File: config.mk
export PLATFORM = sky130hd
export DESIGN_NAME = i2c_register_access_master_top_flat
export DESIGN_NICKNAME = d
export VERILOG_FILES = /design/src/design/i2cram_pkg.sv /design/src/design/i2cram_in_if.sv /design/src/design/i2cram_out_if.sv /design/src/design/i2c_register_access_master_top.sv /design/src/flat_wrapper.sv
export VERILOG_INCLUDE_DIRS = /design/src /design/src/design
export SDC_FILE = /design/constraint.sdc
export NUM_CORES = 1
export LEC_CHECK = 0
export ABC_AREA = 1
export BUFFER_PORTS_ARGS = -buffer_cell sky130_fd_sc_hd__buf_4
export CAP_MARGIN = 20
export CORE_ASPECT_RATIO = 1.25
export CORE_MARGIN = 10
export CORE_UTILIZATION = 46
export CTS_CLUSTER_SIZE = 20
export DETAILED_ROUTE_END_ITERATION = 10
export PLACE_DENSITY = 0.62
export SETUP_SLACK_MARGIN = 0.05
export SYNTH_ARGS = -nofsm -noshare
export SYNTH_HDL_FRONTEND = slang
export SYNTH_SLANG_ARGS = --single-unit
File: constraint.sdc
create_clock -name clk -period 3.2 [get_ports clk]
set_input_delay 0 -clock clk [delete_from_list [all_inputs] [get_ports clk]]
set_output_delay 0 -clock clk [all_outputs]
set_load 0.02 [all_outputs]
File: src/design/i2c_register_access_master_top_macros.svh
// ----------------------------------------------------------------------------
// I2C register access master - assertion macros
// Concurrent assertion helpers, compiled out when ASSERT_OFF is defined.
// ----------------------------------------------------------------------------
`ifndef I2C_REGISTER_ACCESS_MASTER_TOP_MACROS_SVH
`define I2C_REGISTER_ACCESS_MASTER_TOP_MACROS_SVH

`ifndef ASSERT_OFF
// same-cycle implication, checked outside reset
`define I2CRAM_ASSERT_IMP(label, clk, rst_n, ante, cons) \
  label: assert property (@(posedge clk) disable iff (!rst_n) (ante) |-> (cons)) \
    else $error("i2c register access master: assertion failed");
// next-cycle implication, checked outside reset
`define I2CRAM_ASSERT_NXT(label, clk, rst_n, ante, cons) \
  label: assert property (@(posedge clk) disable iff (!rst_n) (ante) |=> (cons)) \
    else $error("i2c register access master: assertion failed");
`else
`define I2CRAM_ASSERT_IMP(label, clk, rst_n, ante, cons)
`define I2CRAM_ASSERT_NXT(label, clk, rst_n, ante, cons)
`endif

`endif

File: src/design/i2cram_pkg.sv
// ----------------------------------------------------------------------------
// I2C register access master - package
// Word types, operation codes and configuration defaults.
// ----------------------------------------------------------------------------
package i2cram_pkg;

  localparam int unsigned AddrW  = 7;
  localparam int unsigned TicksW = 4;
  localparam int unsigned CfgIdxW = 2;
  localparam int unsigned CfgDataW = 7;

  // operation codes
  localparam logic [1:0] OP_TICK  = 2'd0;
  localparam logic [1:0] OP_WRITE = 2'd1;
  localparam logic [1:0] OP_READ  = 2'd2;

  // configuration register indexes
  localparam logic [CfgIdxW-1:0] CFG_DEV_ADDR   = 2'd0;
  localparam logic [CfgIdxW-1:0] CFG_BIT_SETUP  = 2'd1;
  localparam logic [CfgIdxW-1:0] CFG_BIT_HIGH   = 2'd2;
  localparam logic [CfgIdxW-1:0] CFG_START_STOP = 2'd3;

  // configuration reset values
  localparam logic [AddrW-1:0]  DEV_ADDR_RST   = 7'h18;
  localparam logic [TicksW-1:0] BIT_SETUP_RST  = 4'd2;
  localparam logic [TicksW-1:0] BIT_HIGH_RST   = 4'd4;
  localparam logic [TicksW-1:0] START_STOP_RST = 4'd5;

  typedef struct packed {
    logic [1:0] operation;
    logic [7:0] reg_addr;
    logic [7:0] write_data;
    logic       sda_in;
  } in_item_t;

  typedef struct packed {
    logic       scl_out;
    logic       sda_drive;
    logic       sda_out;
    logic       busy_res;
    logic       done_res;
    logic [7:0] read_data;
    logic       nack_seen;
  } out_item_t;

endpackage

File: src/design/i2cram_in_if.sv
// ----------------------------------------------------------------------------
// I2C register access master - input channel
// Valid/ready channel carrying one tick word.
// ----------------------------------------------------------------------------
interface i2cram_in_if;
  logic                 valid;
  logic                 ready;
  i2cram_pkg::in_item_t data;

  modport source (output valid, output data, input ready);
  modport sink   (input valid, input data, output ready);
endinterface

File: src/design/i2cram_out_if.sv
// ----------------------------------------------------------------------------
// I2C register access master - result channel
// Valid/ready channel carrying one bus-level word.
// ----------------------------------------------------------------------------
interface i2cram_out_if;
  logic                  valid;
  logic                  ready;
  i2cram_pkg::out_item_t data;

  modport source (output valid, output data, input ready);
  modport sink   (input valid, input data, output ready);
endinterface

File: src/design/i2c_register_access_master_top.sv
// The result word for a tick is in the output register in the cycle after acceptance.
// Throughput: one tick word per cycle; the sequencer update is a single registered pass.
// A new word is taken only while the output register is empty or being read out,
// so a stalled result holds the input.
// Reset (rst_n low, synchronous): output register empty, sequencer state cleared, configuration
// registers back to address 0x18, setup 2, high 4, start/stop 5 ticks.
// ----------------------------------------------------------------------------
// I2C register access master - top level
// Tick-driven I2C master running single-register write and read transfers.
// ----------------------------------------------------------------------------
`include "i2c_register_access_master_top_macros.svh"

module i2c_register_access_master_top (
  input  logic                                clk,
  input  logic                                rst_n,
  i2cram_in_if.sink                           in_ch,
  i2cram_out_if.source                        out_ch,
  input  logic                                cfg_we,
  input  logic [i2cram_pkg::CfgIdxW-1:0]      cfg_index,
  input  logic [i2cram_pkg::CfgDataW-1:0]     cfg_wdata
);
  import i2cram_pkg::*;

  // sequencer phases
  localparam logic [3:0] PH_IDLE       = 4'd0;
  localparam logic [3:0] PH_START_A    = 4'd1;
  localparam logic [3:0] PH_START_B    = 4'd2;
  localparam logic [3:0] PH_WB_SETUP   = 4'd3;
  localparam logic [3:0] PH_WB_HIGH    = 4'd4;
  localparam logic [3:0] PH_WB_HOLD    = 4'd5;
  localparam logic [3:0] PH_ACK_SETUP  = 4'd6;
  localparam logic [3:0] PH_ACK_HIGH   = 4'd7;
  localparam logic [3:0] PH_RS_PREP    = 4'd8;
  localparam logic [3:0] PH_RB_LOW     = 4'd9;
  localparam logic [3:0] PH_RB_HIGH    = 4'd10;
  localparam logic [3:0] PH_NACK_SETUP = 4'd11;
  localparam logic [3:0] PH_NACK_HIGH  = 4'd12;
  localparam logic [3:0] PH_STOP_PREP  = 4'd13;
  localparam logic [3:0] PH_STOP_A     = 4'd14;
  localparam logic [3:0] PH_STOP_B     = 4'd15;

  // configuration
  logic [AddrW-1:0]  dev_addr_r;
  logic [TicksW-1:0] bit_setup_r, bit_high_r, start_stop_r;

  // sequencer state
  logic [3:0]        phase_r, phase_nxt;
  logic [TicksW-1:0] tick_r, tick_nxt;
  logic [2:0]        bit_idx_r, bit_idx_nxt;
  logic [1:0]        byte_step_r, byte_step_nxt;
  logic              is_read_r, is_read_nxt;
  logic [7:0]        reg_latch_r, reg_latch_nxt;
  logic [7:0]        data_latch_r, data_latch_nxt;
  logic [7:0]        shift_in_r, shift_in_nxt;
  logic              nack_r, nack_nxt;
  logic [7:0]        read_res_r, read_res_nxt;

  // output register
  logic              out_valid_r;
  out_item_t         out_data_r, out_data_nxt;

  logic              fire;
  logic              cmd;
  logic [3:0]        ph_cur;
  logic [TicksW-1:0] tick_cur;
  logic [TicksW-1:0] len_raw;
  logic [TicksW-1:0] len;
  logic              last;
  logic [7:0]        cur_byte;
  logic              tx_bit;
  logic              scl, drive, lvl;

  assign fire = in_ch.valid && in_ch.ready;
  assign in_ch.ready = !out_valid_r || out_ch.ready;
  assign out_ch.valid = out_valid_r;
  assign out_ch.data = out_data_r;

  always_comb begin
    cmd = (phase_r == PH_IDLE) &&
          (in_ch.data.operation == OP_WRITE || in_ch.data.operation == OP_READ);

    // a command start already shows the first START tick
    ph_cur         = cmd ? PH_START_A : phase_r;
    tick_cur       = cmd ? '0 : tick_r;
    byte_step_nxt  = cmd ? 2'd0 : byte_step_r;
    bit_idx_nxt    = cmd ? 3'd7 : bit_idx_r;
    is_read_nxt    = cmd ? (in_ch.data.operation == OP_READ) : is_read_r;
    reg_latch_nxt  = cmd ? in_ch.data.reg_addr : reg_latch_r;
    data_latch_nxt = cmd ? in_ch.data.write_data : data_latch_r;
    nack_nxt       = cmd ? 1'b0 : nack_r;
    shift_in_nxt   = shift_in_r;
    read_res_nxt   = read_res_r;

    case (byte_step_nxt)
      2'd0:    cur_byte = {dev_addr_r, 1'b0};
      2'd1:    cur_byte = reg_latch_nxt;
      default: cur_byte = is_read_nxt ? {dev_addr_r, 1'b1} : data_latch_nxt;
    endcase
    tx_bit = cur_byte[bit_idx_nxt];

    scl = 1'b1; drive = 1'b1; lvl = 1'b1;
    case (ph_cur)
      PH_START_B, PH_STOP_A: lvl = 1'b0;
      PH_WB_SETUP, PH_WB_HOLD: begin
        scl = 1'b0; lvl = tx_bit;
      end
      PH_WB_HIGH: lvl = tx_bit;
      PH_ACK_SETUP, PH_RB_LOW: begin
        scl = 1'b0; drive = 1'b0; lvl = 1'b0;
      end
      PH_ACK_HIGH, PH_RB_HIGH: begin
        drive = 1'b0; lvl = 1'b0;
      end
      PH_RS_PREP, PH_NACK_SETUP: scl = 1'b0;
      PH_STOP_PREP: begin
        scl = 1'b0; lvl = 1'b0;
      end
      default: ;
    endcase

    case (ph_cur)
      PH_START_A, PH_START_B, PH_STOP_A, PH_STOP_B: len_raw = start_stop_r;
      PH_WB_HIGH, PH_ACK_HIGH, PH_RB_HIGH, PH_NACK_HIGH: len_raw = bit_high_r;
      default: len_raw = bit_setup_r;
    endcase
    // a zero tick count acts as one
    len = (len_raw == '0) ? TicksW'(1) : len_raw;
    last = ({1'b0, tick_cur} + 1'b1) >= {1'b0, len};

    phase_nxt = ph_cur;
    tick_nxt  = tick_cur;
    out_data_nxt.done_res = 1'b0;

    if (ph_cur != PH_IDLE) begin
      if (last && ph_cur == PH_ACK_HIGH && in_ch.data.sda_in) nack_nxt = 1'b1;
      if (last && ph_cur == PH_RB_HIGH) shift_in_nxt = {shift_in_r[6:0], in_ch.data.sda_in};
      if (!last) begin
        tick_nxt = tick_cur + 1'b1;
      end else begin
        tick_nxt = '0;
        unique case (ph_cur)
          PH_START_A: phase_nxt = PH_START_B;
          PH_START_B: begin
            bit_idx_nxt = 3'd7; phase_nxt = PH_WB_SETUP;
          end
          PH_WB_SETUP: phase_nxt = PH_WB_HIGH;
          PH_WB_HIGH:  phase_nxt = PH_WB_HOLD;
          PH_WB_HOLD: begin
            if (bit_idx_nxt == 3'd0) begin
              phase_nxt = PH_ACK_SETUP;
            end else begin
              bit_idx_nxt = bit_idx_nxt - 1'b1; phase_nxt = PH_WB_SETUP;
            end
          end
          PH_ACK_SETUP: phase_nxt = PH_ACK_HIGH;
          PH_ACK_HIGH: begin
            if (byte_step_nxt == 2'd0) begin
              byte_step_nxt = 2'd1; bit_idx_nxt = 3'd7; phase_nxt = PH_WB_SETUP;
            end else if (byte_step_nxt == 2'd1) begin
              byte_step_nxt = 2'd2;
              if (is_read_nxt) begin
                phase_nxt = PH_RS_PREP;
              end else begin
                bit_idx_nxt = 3'd7; phase_nxt = PH_WB_SETUP;
              end
            end else if (is_read_nxt) begin
              shift_in_nxt = '0; bit_idx_nxt = 3'd7; phase_nxt = PH_RB_LOW;
            end else begin
              phase_nxt = PH_STOP_PREP;
            end
          end
          PH_RS_PREP: phase_nxt = PH_START_A;
          PH_RB_LOW:  phase_nxt = PH_RB_HIGH;
          PH_RB_HIGH: begin
            if (bit_idx_nxt == 3'd0) begin
              phase_nxt = PH_NACK_SETUP;
            end else begin
              bit_idx_nxt = bit_idx_nxt - 1'b1; phase_nxt = PH_RB_LOW;
            end
          end
          PH_NACK_SETUP: phase_nxt = PH_NACK_HIGH;
          PH_NACK_HIGH: begin
            read_res_nxt = shift_in_r; phase_nxt = PH_STOP_PREP;
          end
          PH_STOP_PREP: phase_nxt = PH_STOP_A;
          PH_STOP_A:    phase_nxt = PH_STOP_B;
          PH_STOP_B: begin
            phase_nxt = PH_IDLE; out_data_nxt.done_res = 1'b1;
          end
          default: phase_nxt = PH_IDLE;
        endcase
      end
    end

    out_data_nxt.scl_out   = scl;
    out_data_nxt.sda_drive = drive;
    out_data_nxt.sda_out   = lvl;
    out_data_nxt.busy_res  = (phase_nxt != PH_IDLE);
    out_data_nxt.read_data = read_res_nxt;
    out_data_nxt.nack_seen = nack_nxt;
  end

  // configuration writes
  always_ff @(posedge clk) begin
    if (!rst_n) begin
      dev_addr_r   <= DEV_ADDR_RST;
      bit_setup_r  <= BIT_SETUP_RST;
      bit_high_r   <= BIT_HIGH_RST;
      start_stop_r <= START_STOP_RST;
    end else if (cfg_we) begin
      unique case (cfg_index)
        CFG_DEV_ADDR:   dev_addr_r   <= cfg_wdata[AddrW-1:0];
        CFG_BIT_SETUP:  bit_setup_r  <= cfg_wdata[TicksW-1:0];
        CFG_BIT_HIGH:   bit_high_r   <= cfg_wdata[TicksW-1:0];
        CFG_START_STOP: start_stop_r <= cfg_wdata[TicksW-1:0];
        default: ;
      endcase
    end
  end

  // sequencer state: advance on each accepted word
  always_ff @(posedge clk) begin
    if (!rst_n) begin
      phase_r      <= PH_IDLE;
      tick_r       <= '0;
      bit_idx_r    <= 3'd7;
      byte_step_r  <= 2'd0;
      is_read_r    <= 1'b0;
      reg_latch_r  <= '0;
      data_latch_r <= '0;
      shift_in_r   <= '0;
      nack_r       <= 1'b0;
      read_res_r   <= '0;
    end else if (fire) begin
      phase_r      <= phase_nxt;
      tick_r       <= tick_nxt;
      bit_idx_r    <= bit_idx_nxt;
      byte_step_r  <= byte_step_nxt;
      is_read_r    <= is_read_nxt;
      reg_latch_r  <= reg_latch_nxt;
      data_latch_r <= data_latch_nxt;
      shift_in_r   <= shift_in_nxt;
      nack_r       <= nack_nxt;
      read_res_r   <= read_res_nxt;
    end
  end

  // output register: hold until taken
  always_ff @(posedge clk) begin
    if (!rst_n) begin
      out_valid_r <= 1'b0;
    end else if (fire) begin
      out_valid_r <= 1'b1;
    end else if (out_ch.ready) begin
      out_valid_r <= 1'b0;
    end
  end

  always_ff @(posedge clk) begin
    if (fire) begin
      out_data_r <= out_data_nxt;
    end
  end

  `I2CRAM_ASSERT_IMP(a_idle_tick_clear, clk, rst_n, phase_r == PH_IDLE, tick_r == '0)
  `I2CRAM_ASSERT_IMP(a_done_not_busy, clk, rst_n, out_valid_r && out_data_r.done_res, !out_data_r.busy_res)
  `I2CRAM_ASSERT_IMP(a_released_low, clk, rst_n, out_valid_r && !out_data_r.sda_drive, !out_data_r.sda_out)
  `I2CRAM_ASSERT_NXT(a_fire_gives_word, clk, rst_n, fire, out_valid_r)

endmodule
File: src/flat_wrapper.sv
// flat-port wrapper written by rule: the top's interface ports become plain ports
module i2c_register_access_master_top_flat import i2cram_pkg::*;
  (clk, rst_n, cfg_we, cfg_index, cfg_wdata, in_ch_valid, in_ch_data, in_ch_ready, out_ch_valid, out_ch_data, out_ch_ready);
  i2cram_in_if in_ch_i ();
  i2cram_out_if out_ch_i ();
  input  logic clk;
  input  logic rst_n;
  input  logic cfg_we;
  input  logic [i2cram_pkg::CfgIdxW-1:0] cfg_index;
  input  logic [i2cram_pkg::CfgDataW-1:0] cfg_wdata;
  input wire logic [$bits(in_ch_i.valid)-1:0] in_ch_valid;
  input wire logic [$bits(in_ch_i.data)-1:0] in_ch_data;
  output wire logic [$bits(in_ch_i.ready)-1:0] in_ch_ready;
  output wire logic [$bits(out_ch_i.valid)-1:0] out_ch_valid;
  output wire logic [$bits(out_ch_i.data)-1:0] out_ch_data;
  input wire logic [$bits(out_ch_i.ready)-1:0] out_ch_ready;
  assign in_ch_i.valid = in_ch_valid;
  assign in_ch_i.data = in_ch_data;
  assign in_ch_ready = in_ch_i.ready;
  assign out_ch_valid = out_ch_i.valid;
  assign out_ch_data = out_ch_i.data;
  assign out_ch_i.ready = out_ch_ready;
  i2c_register_access_master_top u_core (.clk(clk), .rst_n(rst_n), .in_ch(in_ch_i), .out_ch(out_ch_i), .cfg_we(cfg_we), .cfg_index(cfg_index), .cfg_wdata(cfg_wdata));
endmodule
; After elaboration in Yosys (flattened, before gate mapping)
; Index checks and enable logic that the tools add are counted.
[word_totals]
reg_bits = 81
input_bits = 33
output_inout_bits = 16
wordCells = 132
[classes]
n_addsub = 3
n_lt_le_gt_ge = 2
eq_ne = 21
mux = 55
n_reduce_logical = 29
[op_table]
columns = cell, n
row1 = $mux 8, 12
row2 = $pmux 4 s14, 1
row3 = $mux 4, 10
row4 = $eq 4x4->1 const B, 8
row5 = $mux 3, 10
row6 = $eq 4x3->1 const B, 4
row7 = $pmux 8 s2, 1
row8 = $mux 2, 7
row9 = $reduce_or 7->1, 2
row10 = $reduce_and 2->1, 6
row11 = $reduce_or 4->1, 3
row12 = $mux 1, 10
row13 = $pmux 3 s3, 1
row14 = $eq 4x2->1 const B, 2
row15 = $logic_not 4->1, 2
row16 = $pmux 4 s2, 1
row17 = $reduce_bool 4->1, 2
row18 = $eq 2x1->1 const B, 3
row19 = $eq 2x2->1 const B, 3
row20 = $add 4x1->5 const B, 1
row21 = $ge 5x4->1, 1
row22 = $logic_and 1x1->1, 5
row23 = $add 4x1->4 const B, 1
row24 = $eq 4x1->1 const B, 1
row25 = 11 further kinds, 13

; Logic depth before layout (Yosys ltp)
[logic_depth]
word_depth = 17
ltp_mapped = 25
mapped_depth_nobuf = 25

; Worst setup path before layout
; No wires, ideal clock.
[synth_timing]
path_kind = register to register
from = register u_core.phase_r[3]
to = register u_core.out_data_r (netlist bit u_core.out_ch.data[10]) (data pin)
setup_ps = 254
t_arrival_ps = 2634
required_time_ps = 2946
setup_slack_ps = 312
path_stages_with_launch = 23
period_less_slack_ps = 2888
cell_sequence = dfxtp_1 -> inv_1 -> nor2_2 -> nand2_1 -> clkinv_1 -> nor2_2 -> o21ai_4 -> nor2_2 -> inv_1 -> o21ai_0 -> nand2_1 -> ha_1 -> inv_1 -> a21boi_0 -> o21ai_0 -> nand2_1 -> nand2_1 -> nand3_2 -> buf_2 -> o21ai_1 -> nand2_1 -> nor2_1 -> nand2_1
[synth_rtl]
columns = item, line_no
row1 = "start, declared", i2c_register_access_master_top.sv:47  ; logic [3:0] phase_r, phase_nxt;
row2 = "start signal, assigned", i2c_register_access_master_top.sv:235  ; phase_r <= phase_nxt;
row3 = "end signal, assigned", i2c_register_access_master_top.sv:261  ; out_data_r <= out_data_nxt;
row4 = "end, declared", i2c_register_access_master_top.sv:60  ; out_item_t out_data_r, out_data_nxt;

==> flow_summary.json <==
{
  "num_rows": 41,
  "syn_avg_cell_area_um2": 6.68,
  "globalplace.congestion": 0.906,
  "slew_viol_final": 0,
  "insertion_delay_ns": 0.35,
  "crit_type": "reg2reg",
  "num_vias": 4613,
  "yosysWarnings": 0,
  "wl_per_cell_um": 13.7,
  "status": "complete, no violations",
  "drtIter0Drc": 259,
  "cp.arrival_ns": 3.08,
  "p_leak_nw": 2.99,
  "hold_viol": 0,
  "maxCapViolations": 0,
  "cp.required_ns": 3.30,
  "ant_nets": 0,
  "grt_use_met2_pct": 29.0,
  "fin_skew_ns": 0.00796,
  "diodes": 0,
  "critPathLaunchType": "flop",
  "netlist_area_um2": 4700,
  "setup_viol_count_final": 0,
  "post-route-period-util_pct": 93.1,
  "p_per_area_nw_per_um2": 546,
  "grt_use_met1_pct": 20.1,
  "cp-end-kind": "flop",
  "multi_input_area_um2": 2470,
  "synthCells": 703,
  "finalCriticalPeriod_ns": 2.98,
  "worst_pin_slew_ns": 0.848,
  "first_pass_iters": 5,
  "routed_wl_um": 12400,
  "regArea_um2": 1770,
  "die_w_um": 110,
  "ys_seq_elements": 81,
  "cts-root-buf": "clkbuf_16",
  "path_max_fanout": 6,
  "via_per_inst": 5.09,
  "top_usage_layer": "met2",
  "cp-startpoint": "u_core.phase_r[1]$_SDFFE_PN0P_",
  "final_net_count": 817,
  "fillers": 1011,
  "die_h_um": 133,
  "rsz0062_at_grt": "false",
  "areaGrowthSynthToFinish_pct": 23.2,
  "ys_seq_area_share_pct": 37.5,
  "antenna_found_initial": 0,
  "grt_max_degree": 38,
  "h-tree-depth": 3,
  "synth_nets": 748,
  "port_buffers": 48,
  "fp.coreArea_um2": 10100,
  "numCtsBuffers": 9,
  "grtUsageMet3_pct": 2.48,
  "drc_errors": 0,
  "dieArea_um2": 14700,
  "io_pins": 49,
  "hp-class": "in2reg",
  "overflow": 0,
  "grt.total_usage_pct": 16.8,
  "fmax_mhz": 336,
  "grt_pass1_vias": 4392,
  "clockBufferDepth": 2,
  "r2r-start": "u_core.phase_r[1]$_SDFFE_PN0P_",
  "synth_cell_types": 35,
  "cts_tree": "done",
  "grt_pass1_wl_um": 20300,
  "finalPower_w": 0.00316,
  "hp-start": "cfg_index[0]",
  "slew_headroom_pct": 43.4,
  "drive_gt1_share_pct": 17.1,
  "cts_sinks": 81,
  "initial_core_util_pct": 46.7,
  "clk_pin_slew_ns": 0.06,
  "dp_hpwl_um": 8770,
  "tns_ns": 0,
  "irDropWorstVdd_uv": 276
}
==> per-layer routing <==
layer | vias up | wire length, um
met4 | 0 | 189
met5 | - | 0
met1 | 2111 | 5420
li1 | 2389 | -
met3 | 13 | 492
met2 | 100 | 6290
==> final cells by class <==
cell class                      instances  area share [%]
Multi-Input combinational cell        487            42.7
Sequential cell                        81            30.7
Timing Repair Buffer                   83            12.0
Inverter                              110            7.14
Clock buffer                            9            3.89
Tap cell                              129            2.79
Clock inverter                          7           0.778
==> sequential cells by signal (all words and copies together) (netlist names) <==
| signal | flops |
|---|---|
| u_core.bit_high_r | 4 |
| u_core.bit_idx_r | 3 |
| u_core.bit_setup_r | 4 |
| u_core.byte_step_r | 2 |
| u_core.data_latch_r | 8 |
| u_core.dev_addr_r | 7 |
| u_core.is_read_r | 1 |
| u_core.nack_r | 1 |
| u_core.out_ch.data | 14 |
| u_core.out_ch.valid | 1 |
| u_core.phase_r | 4 |
| u_core.read_res_r | 8 |
| u_core.reg_latch_r | 8 |
| u_core.shift_in_r | 8 |
| u_core.start_stop_r | 4 |
| u_core.tick_r | 4 |
==> worst max-delay path: stages, from the launching register on <==
cell and delay [ns]:
dfxtp_4 0.37, inv_2 0.07, buf_4 0.14, nand3_4 0.11
nand3_2 0.08, o21ai_2 0.07, buf_4 0.16, nor2_4 0.17
inv_2 0.05, o21ai_1 0.12, nand2_1 0.07, ha_1 0.26
inv_1 0.07, a21boi_2 0.05, o21ai_1 0.13, nand2_1 0.06
nand2_1 0.09, nand3_4 0.14, clkbuf_16 0.19, o21ai_2 0.07
nand2_1 0.07, nor2_1 0.11, nand2_1 0.07
==> where the power goes <==
group | switching [W] | internal (W)
Combinational | 0.000604 | 0.000429
Clock | 0.000437 | 0.000524
Sequential | 0.0000459 | 0.00112
Total | 0.00109 | 0.00208
==> stage by stage <==
step                setup slack, ns  hold slack [ns]  cell area, um^2  util [%]  std cells
floorplan                     0.312            0.126             4700         -        703
global placement             0.0794            0.224             5230      52.0        871
detailed placement           0.0707            0.227             5230      52.0        871
CTS                          0.0430           0.0108             5590      55.6        896
global route               0.000405           0.0437             5790      57.6        906
finish                        0.220          0.00701             5790      57.6        906
==> synth_stat cells, drive strengths merged <==
cell type,count,area [um^2]
a21boi,2,15.0
a21oi,29,145
a31oi,3,18.8
buf,12,78.8
clkbuf,13,48.8
clkinv,2,7.51
dfxtp,67,1340
edfxtp,14,420
ha,12,150
inv,108,405
nand2,216,836
nand3,59,328
nand3b,7,52.6
nand4,14,103
nor2,72,304
nor3,7,35.0
nor4,1,6.26
o211ai,22,165
o21ai,41,220
xor2,2,17.5
==> kinds of logic after synthesis <==
| kind of cell | Yosys count | share of synthesized area (%) |
|---|---|---|
| adder cells (fa/ha/maj) | 12 | 3.20 |
| flip-flops | 81 | 37.5 |
| buffers and inverters | 135 | 11.5 |
| XOR/XNOR | 2 | 0.373 |
| AO/OA/AOI/OAI | 97 | 12.0 |
| AND/OR/NAND/NOR | 376 | 35.4 |
==> placed cells by master, fill, tap and decap left out, types with 4 or more instances in the layout <==
cell and instances:
o21ai_0 23, dlygate4sd3_1 9, nor3_1 7, ha_1 12, o21ai_1 14, nor2_1 63
nand3_4 4, nand4_1 13, nor2_4 4, o211ai_1 22, nor2_2 4, nand3_1 53
edfxtp_1 14, inv_1 101, inv_2 9, clkbuf_16 11, buf_4 70, nand3b_1 7
a21oi_1 26, dfxtp_1 63, nand2_1 209, nand2_2 5
==> timing repair <==
| item | 4_1_cts | 5_1_grt |
|---|---|---|
| hold buffers | 9 | 0 |
| gates cloned | 0 | 3 |
| setup buffers | 0 | 7 |
| pin swaps | 0 | 5 |
| hold endpoints to repair | 21 | 0 |
| resized for setup | 1 | 27 |
| setup endpoints to repair | 1 | 41 |
==> final timing paths <==
kind | endpoint | slack, ns | depth (start not counted)
worst max-delay path | u_core.out_ch.data[10]$_DFFE_PP_ | 0.22 | 22
worst min register to register | u_core.bit_idx_r[2]$_SDFFE_PN1P_ | 0.47 | 2
worst max register to register | u_core.out_ch.data[10]$_DFFE_PP_ | 0.22 | 22
worst min-delay path | u_core.bit_high_r[2]$_SDFFE_PN1P_ | 0.007 | 4
Power figures use the tool's default switching activity.
